[src/srgbwb_ram.sv]
`default_nettype none

module srgbwb_ram #(
    parameter int WIDTH = 72,
    parameter int DEPTH = 2
) (
    input  wire logic                     clk,
    input  wire logic                     we,
    input  wire logic [$clog2(DEPTH)-1:0] waddr,
    input  wire logic [WIDTH-1:0]         wdata,
    input  wire logic [$clog2(DEPTH)-1:0] raddr_a,
    output logic      [WIDTH-1:0]         rdata_a,
    input  wire logic [$clog2(DEPTH)-1:0] raddr_b,
    output logic      [WIDTH-1:0]         rdata_b
);

    logic [WIDTH-1:0] mem [DEPTH];

    // one write port, two registered read ports
    always_ff @(posedge clk)
    begin
        if (we)
        begin
            mem[waddr] <= wdata;
        end
        rdata_a <= mem[raddr_a];
        rdata_b <= mem[raddr_b];
    end

endmodule

`default_nettype wire
[config.mk]
export PLATFORM = sky130hd
export DESIGN_NAME = srgbwb_ram
export DESIGN_NICKNAME = d
export VERILOG_FILES = /design/src/srgbwb_ram.sv
export SDC_FILE = /design/constraint.sdc
export NUM_CORES = 1
export LEC_CHECK = 0
export ABC_CLOCK_PERIOD_IN_PS = 4800
export BUFFER_PORTS_ARGS = -buffer_cell sky130_fd_sc_hd__buf_2
export CAP_MARGIN = 15
export CORE_UTILIZATION = 25
export CTS_BUF_LIST = sky130_fd_sc_hd__clkbuf_8
export DETAILED_ROUTE_END_ITERATION = 10
export PLACE_DENSITY = 0.39
export SLEW_MARGIN = 20
export SYNTH_ARGS = -nofsm -noshare
export SYNTH_HDL_FRONTEND = slang
export SYNTH_SLANG_ARGS = --single-unit
[constraint.sdc]
create_clock -name clk -period 4.8 [get_ports clk]
set_clock_uncertainty 0.1 [all_clocks]
set_input_delay 0.24 -clock clk [delete_from_list [all_inputs] [get_ports clk]]
set_output_delay 0.24 -clock clk [all_outputs]
set_load 0.05 [all_outputs]
==> summary.txt, run 1 <==
Final layout
  • Area of the multi-input gates: 2170 sq um
  • Commonest non-fill, non-tap cell in the layout: buf_2
  • Nets: 860
  • Most frequent cells in the layout: 218 x buf_2, 144 x edfxtp_1, 144 x dfxtp_1
  • Filler cell count: 3764
  • Fraction of layout cells with a size suffix above 1: 52.61%
  • FF/Latch Area: 7207 sq um
  • Layout area overhead: 33.09%
  • Final Cell Area: 12870 sq um

Global routing
  • Pin count of the biggest net entering global routing: 73
  • Vias in the first global route: 5580
  • First-pass GRT wire length: 31.28 mm
  • Initial antenna violation count: 1
  • Grt ovf: 0
  • Tot GR Track Use: 10.68%

Yosys
  • Synth area leaders: edfxtp_1 45%, dfxtp_1 30%, mux2_4 22%
  • Synthesized Nets: 527
  • Yosys warns: 0
  • Post-synthesis area per instance: 21.49 sq um
  • Synth top area share: 44.72%
  • Post-Synthesis Cell Area: 9669 sq um
  • Syn Inst Count: 450
  • Sequential fraction of the synthesis area: 74.53%
  • Yosys reg bits: 288
  • Cell taking the most area after synthesis: edfxtp_1
  • Netlist cell types: 8

Worst setup path
  • Worst setup SP type: primary input
  • RR Startpoint: mem[0][55]
  • Critical Path RT: 5.17 ns
  • Flop2flop setup slack: 3.89 ns
  • Worst EP arrival: 2.04 ns
  • Critical path type: in2reg
  • Crit path from: raddr_b
  • Type of element capturing the critical path: flop
  • Worst Path Max Fanout: 47

Floorplan
  • Die Ht: 198.7 um
  • Core Region: 37840 sq um
  • Die X: 198.7 um
  • Row count: 71
  • Starting Density: 25.55%
  • I/O pin total: 221
  • Die area: 39470 sq um

Clock tree
  • Clk pin slew, worst setup/hold paths: 0.05 ns
  • H-tree depth: 2
  • CTS root buffer: clkbuf_8
  • Clock buffer depth: 3
  • Post-CTS Hold Buffers: 72
  • Post-CTS Resized: 0
  • TritonCTS Buffers: 50
  • Clock sink count: 288
  • TritonCTS clock tree: built
  • Post-CTS Setup Bufs: 0
  • Worst-Skew Late Latency: 0.59 ns

Routing
  • First-pass DRT Iterations: 4
  • Antenna-violating nets left: 0
  • Total wire length: 20.95 mm
  • Remaining DRCs: 0
  • WL per Instance: 15.67 um
  • Detailed Route Iter0 Violations: 109
  • Via count: 4954
  • Via density: 3.705

Pwr
  • Max VDD drop: 0.2111 mV
  • Power, Total: 0.005875 W
  • Pleak: 5.528 nW
  • PwrDens: 456.5 nW/um^2

Timing
  • Final setup fails: 0
  • Unrepaired setup endpoints after global routing: no
  • Worst-Margin Slew: 1.030 ns
  • Worst slew margin: 31.31%
  • Setup_tns: 0 ns
  • Final period util: 34.82%
  • F_max: 0.5983 GHz
  • Minimum clock period: 1.671 ns
  • Final hold violations: 0
  • Slew Viols, Final: 0

Placed design
  • Post-DP Area: 11160 sq um
  • Placer Congestion: 0.6881
  • DP HPWL: 12.69 mm
  • Port bufs: 220

Job
  • Maxcap violations: 0

Status
  • Status: complete, no violations

Hold path
  • Type of the worst min-delay path: in2reg
  • Hold Startpoint: raddr_a
==> critical path: stages <==
cell and delay (ns):
buf_4 0.73, buf_4 0.63, mux2_4 0.35
==> sequential cells by signal (all words and copies together), names as in the netlist <==
signal   count
mem        144
rdata_a     72
rdata_b     72
==> cells by family (layout without fill, tap and decap cells) <==
kind of cell,count (synthesis),after routing,share of synthesized area [%]
other,0,1,0
muxes,144,144,22.20
DFF,288,288,74.53
buffers and inverters,16,391,3.131
and+or+nand+nor,2,2,0.1295
==> metal layers <==
layer	up-vias	share of wire (%)	GRT usage (%)
met5	-	0	0
met4	0	3.0	5.556
met3	48	6.1	3.391
met2	156	49	18.09
met1	2416	42	12.00
li1	2334	-	-
==> through the flow <==
step / hold slack [ns] / util, % / std cells / setup slack (ns)
final: 0.08483 / 34.00 / 1337 / 3.129
after global routing: 0.03503 / 34.00 / 1337 / 3.076
after CTS: 0.03254 / 34.00 / 1336 / 3.144
after detailed placement: 0.3326 / 29.50 / 1170 / 2.477
after global placement: 0.3271 / 29.49 / 1170 / 2.493
after floorplan: 0.2389 / - / 450 / 0.7335
==> where the power goes <==
part	internal (W)	total [W]	leakage (nW)	switching, W
Clock	0.00117	0.00214	0.591	0.000974
Sequential	0.00279	0.00287	2.57	0.0000743
Combinational	0.000299	0.000865	2.37	0.000566
==> final cells by class <==
cell class              instances  share of cell area [%]
flip-flops and latches        288                   56.00
multi-input cells             146                   16.86
repair buffers                297                   14.52
clock buffers                  59                   6.310
well taps                     511                   4.968
clock inverters                35                   1.322
diodes                          1                 0.01945
==> path summary, 6_finish.rpt <==
check | end | cells past startpoint
max | rdata_b[38] | 3
min | rdata_a[8] | 2
max reg2reg | rdata_b[55] | 1
min reg2reg | rdata_b[66] | 1
==> Yosys cell counts <==
cell and n:
mux2_4 140, buf_12 14, and2_1 1, mux2_2 4
edfxtp_1 144, buf_6 2, dfxtp_1 144, nor2b_1 1
No activity file was read; power rests on OpenSTA's default activity.
==> inputs of run 2 (changes only) <==
--- a/config.mk
+++ b/config.mk
@@ -5,13 +5,13 @@
 export SDC_FILE = /design/constraint.sdc
 export NUM_CORES = 1
 export LEC_CHECK = 0
-export ABC_CLOCK_PERIOD_IN_PS = 4800
+export ABC_CLOCK_PERIOD_IN_PS = 1500
 export BUFFER_PORTS_ARGS = -buffer_cell sky130_fd_sc_hd__buf_2
 export CAP_MARGIN = 15
 export CORE_UTILIZATION = 25
 export CTS_BUF_LIST = sky130_fd_sc_hd__clkbuf_8
 export DETAILED_ROUTE_END_ITERATION = 10
-export PLACE_DENSITY = 0.39
+export PLACE_DENSITY = 0.41
 export SLEW_MARGIN = 20
 export SYNTH_ARGS = -nofsm -noshare
 export SYNTH_HDL_FRONTEND = slang
==> constraint.sdc (replaced) <==
create_clock -name clk -period 1.5 [get_ports clk]
set_clock_uncertainty 0.1 [all_clocks]
set_input_delay 0.075 -clock clk [delete_from_list [all_inputs] [get_ports clk]]
set_output_delay 0.075 -clock clk [all_outputs]
set_load 0.05 [all_outputs]
==> summary.txt, run 2 (same netlist as run 1, synthesis figures left out) <==
Status
  • Status: complete, no violations (unchanged)

Floorplan
  • Die area: 39470 sq um (unchanged)
  • I/O pin total: 221 (unchanged)
  • Core Region: 37840 sq um (unchanged)
  • Die Ht: 198.7 um (unchanged)
  • Die X: 198.7 um (unchanged)
  • Row count: 71 (unchanged)
  • Starting Density: 25.55% (unchanged)

Timing
  • Final worst setup slack: 0.1254 ns (was 3.129 ns)
  • Worst slew margin: 72.05% (was 31.31%)
  • Minimum clock period: 1.375 ns
  • Final setup fails: 0 (unchanged)
  • F_max: 0.7275 GHz
  • Hold WS: 0.1126 ns (was 0.08483 ns)
  • Worst-Margin Slew: 0.4192 ns (was 1.030 ns)
  • Unrepaired setup endpoints after global routing: no (unchanged)
  • Final period util: 91.64%
  • Final hold violations: 0 (unchanged)
  • Slew Viols, Final: 0 (unchanged)

Routing
  • Via count: 4974 (was 4954)
  • WL per Instance: 15.13 um (was 15.67 um)
  • Detailed Route Iter0 Violations: 106 (was 109)
  • Antenna-violating nets left: 0 (unchanged)
  • Remaining DRCs: 0 (unchanged)
  • Total wire length: 20.30 mm (was 20.95 mm)
  • Via density: 3.706 (was 3.705)
  • First-pass DRT Iterations: 3 (was 4)

Worst setup path
  • Worst setup SP type: flop (was primary input)
  • Type of element capturing the critical path: primary output (was flop)
  • WP depth: 1 (was 3)
  • Critical path, cell by cell: buf_2 (was buf_4, buf_4, mux2_4)
  • CP max-delay cell: dfxtp_1 (was buf_4)
  • Buffers & Inverters on Critical Path: 1 (was 2)
  • Crit-path max cell delay: 0.34 ns (was 0.73 ns)
  • RR Endpoint: rdata_b[64] (was rdata_b[55])
  • Critical Path RT: 1.32 ns (was 5.17 ns)
  • Worst Path Max Fanout: 1 (was 47)
  • Top delay family on crit path: flip-flops (was buffers and inverters)
  • Flop2flop setup slack: 0.59 ns (was 3.89 ns)
  • RR Startpoint: mem[0][64] (was mem[0][55])
  • Reg2reg path depth: 1 (unchanged)
  • Worst EP arrival: 1.20 ns (was 2.04 ns)
  • Critical path type: reg2out (was in2reg)

Pwr
  • Sequential power share: 46.7% (was 48.8%)
  • Logic gate share of total power: 14.4% (was 14.7%)
  • Pleak: 5.614 nW (was 5.528 nW)
  • Clock share of power: 38.9% (was 36.5%)
  • Power Internal: 0.01441 W (was 0.004260 W)
  • Max VDD drop: 0.7509 mV (was 0.2111 mV)
  • PwrDens: 1490 nW/um^2 (was 456.5 nW/um^2)
  • Sw Share: 26.45% (was 27.48%)
  • Psw: 0.005184 W (was 0.001615 W)

Clock tree
  • TritonCTS clock tree: built (unchanged)
  • Clk pin slew, worst setup/hold paths: 0.06 ns (was 0.05 ns)
  • H-tree depth: 2 (unchanged)
  • TritonCTS Buffers: 50 (unchanged)
  • Post-CTS Resized: 0 (unchanged)
  • Clock sink count: 288 (unchanged)
  • Worst-Skew Late Latency: 0.58 ns (was 0.59 ns)
  • CTS root buffer: clkbuf_8 (unchanged)
  • Clock buffer depth: 3 (unchanged)

Global routing
  • Gr busiest metal: met2 (unchanged)
  • First-pass GRT wire length: 29.64 mm (was 31.28 mm)
  • Vias in the first global route: 5350 (was 5580)
  • Met1 Use GR: 11.92% (was 12.00%)
  • Met2 GRT Util: 15.95% (was 18.09%)
  • Routing usage on met3: 3.628% (was 3.391%)
  • Initial antenna violation count: 1 (unchanged)
  • Tot GR Track Use: 10.08% (was 10.68%)
  • Grt ovf: 0 (unchanged)
  • Pin count of the biggest net entering global routing: 45 (was 73)

Final layout
  • Commonest non-fill, non-tap cell in the layout: buf_2 (unchanged)
  • Fraction of layout cells with a size suffix above 1: 54.22% (was 52.61%)
  • Top Registers: mem: 144 flops, rdata_a: 72 flops, rdata_b: 72 flops (unchanged)
  • Layout area overhead: 36.01% (was 33.09%)
  • Nets: 868 (was 860)
  • Filler cell count: 3740 (was 3764)
  • Largest Register: mem (unchanged)
  • Post-layout util: 34.75% (was 34.00%)
  • Most frequent cells in the layout: 218 x buf_2, 144 x edfxtp_1, 144 x dfxtp_1 (unchanged)
  • Largest register FFs: 144 (unchanged)

Placed design
  • Port bufs: 220 (unchanged)
  • Placer Congestion: 0.6963 (was 0.6881)
  • DP HPWL: 12.79 mm (was 12.69 mm)
  • Post-Place Worst Slack: 0.3402 ns (was 2.477 ns)

Hold path
  • Hold Startpoint: wdata[67] (was raddr_a)
  • Worst Hold Depth: 2 (unchanged)
  • Hold endpoint: mem[1][67] (was rdata_a[8])
  • Type of the worst min-delay path: in2reg (unchanged)

Job
  • Maxcap violations: 0 (unchanged)
[run 2: layout make-up]
cell class              count  area [sq um]  area share, %
flip-flops and latches    288          7207          54.80
multi-input cells         146          2170          16.50
repair buffers            305          2047          15.56
clock buffers              60         825.8          6.279
well taps                 511         639.4          4.862
clock inverters            31         260.3          1.979
diodes                      1         2.502        0.01903
[run 2: power groups by stage]
stage | sequential, W | combinational (W) | clock, W
after global routing | 0.00922 | 0.00294 | 0.00829
after CTS | 0.00917 | 0.00286 | 0.00796
after floorplan | 0.0106 | 0.000782 | 0
after detailed placement | 0.00933 | 0.00269 | 0
after global placement | 0.00932 | 0.00267 | 0
final | 0.00916 | 0.00282 | 0.00762
[run 2: timing repair]
item,4_1_cts,5_1_grt
setup buffers,0,0
hold buffers,76,0
endpoints found under the hold margin,395,0
setup endpoints to repair,0,0
[run 2: metrics by stage]
stage	cells	instance area, sq um	total power (W)	TNS (ns)
5_1_grt	1342	13150	0.02045	0
4_1_cts	1341	13150	0.01999	0
2_1_floorplan	450	9679	0.01134	-14.17
6_report	1342	13150	0.01960	0
3_3_place_gp	1174	11300	0.01199	0
3_5_place_dp	1174	11300	0.01203	0
[run 2: worst max path at each step]
stage,startpoint,to
floorplan,we,mem[0][0]
global route,rdata_a[51],rdata_a[51]
global placement,waddr,mem[0][64]
finish,rdata_b[35],rdata_b[35]
CTS,rdata_b[51],rdata_b[51]
detailed placement,waddr,mem[0][61]
[run 2: routing by layer]
| metal | wire (um) | share of wire [%] | up-vias |
|---|---|---|---|
| met3 | 1550 | 7.6 | 43 |
| met4 | 590 | 2.9 | 0 |
| met1 | 8815 | 43 | 2411 |
| met2 | 9344 | 46 | 173 |
| li1 | - | - | 2347 |
| met5 | 0 | 0 | - |
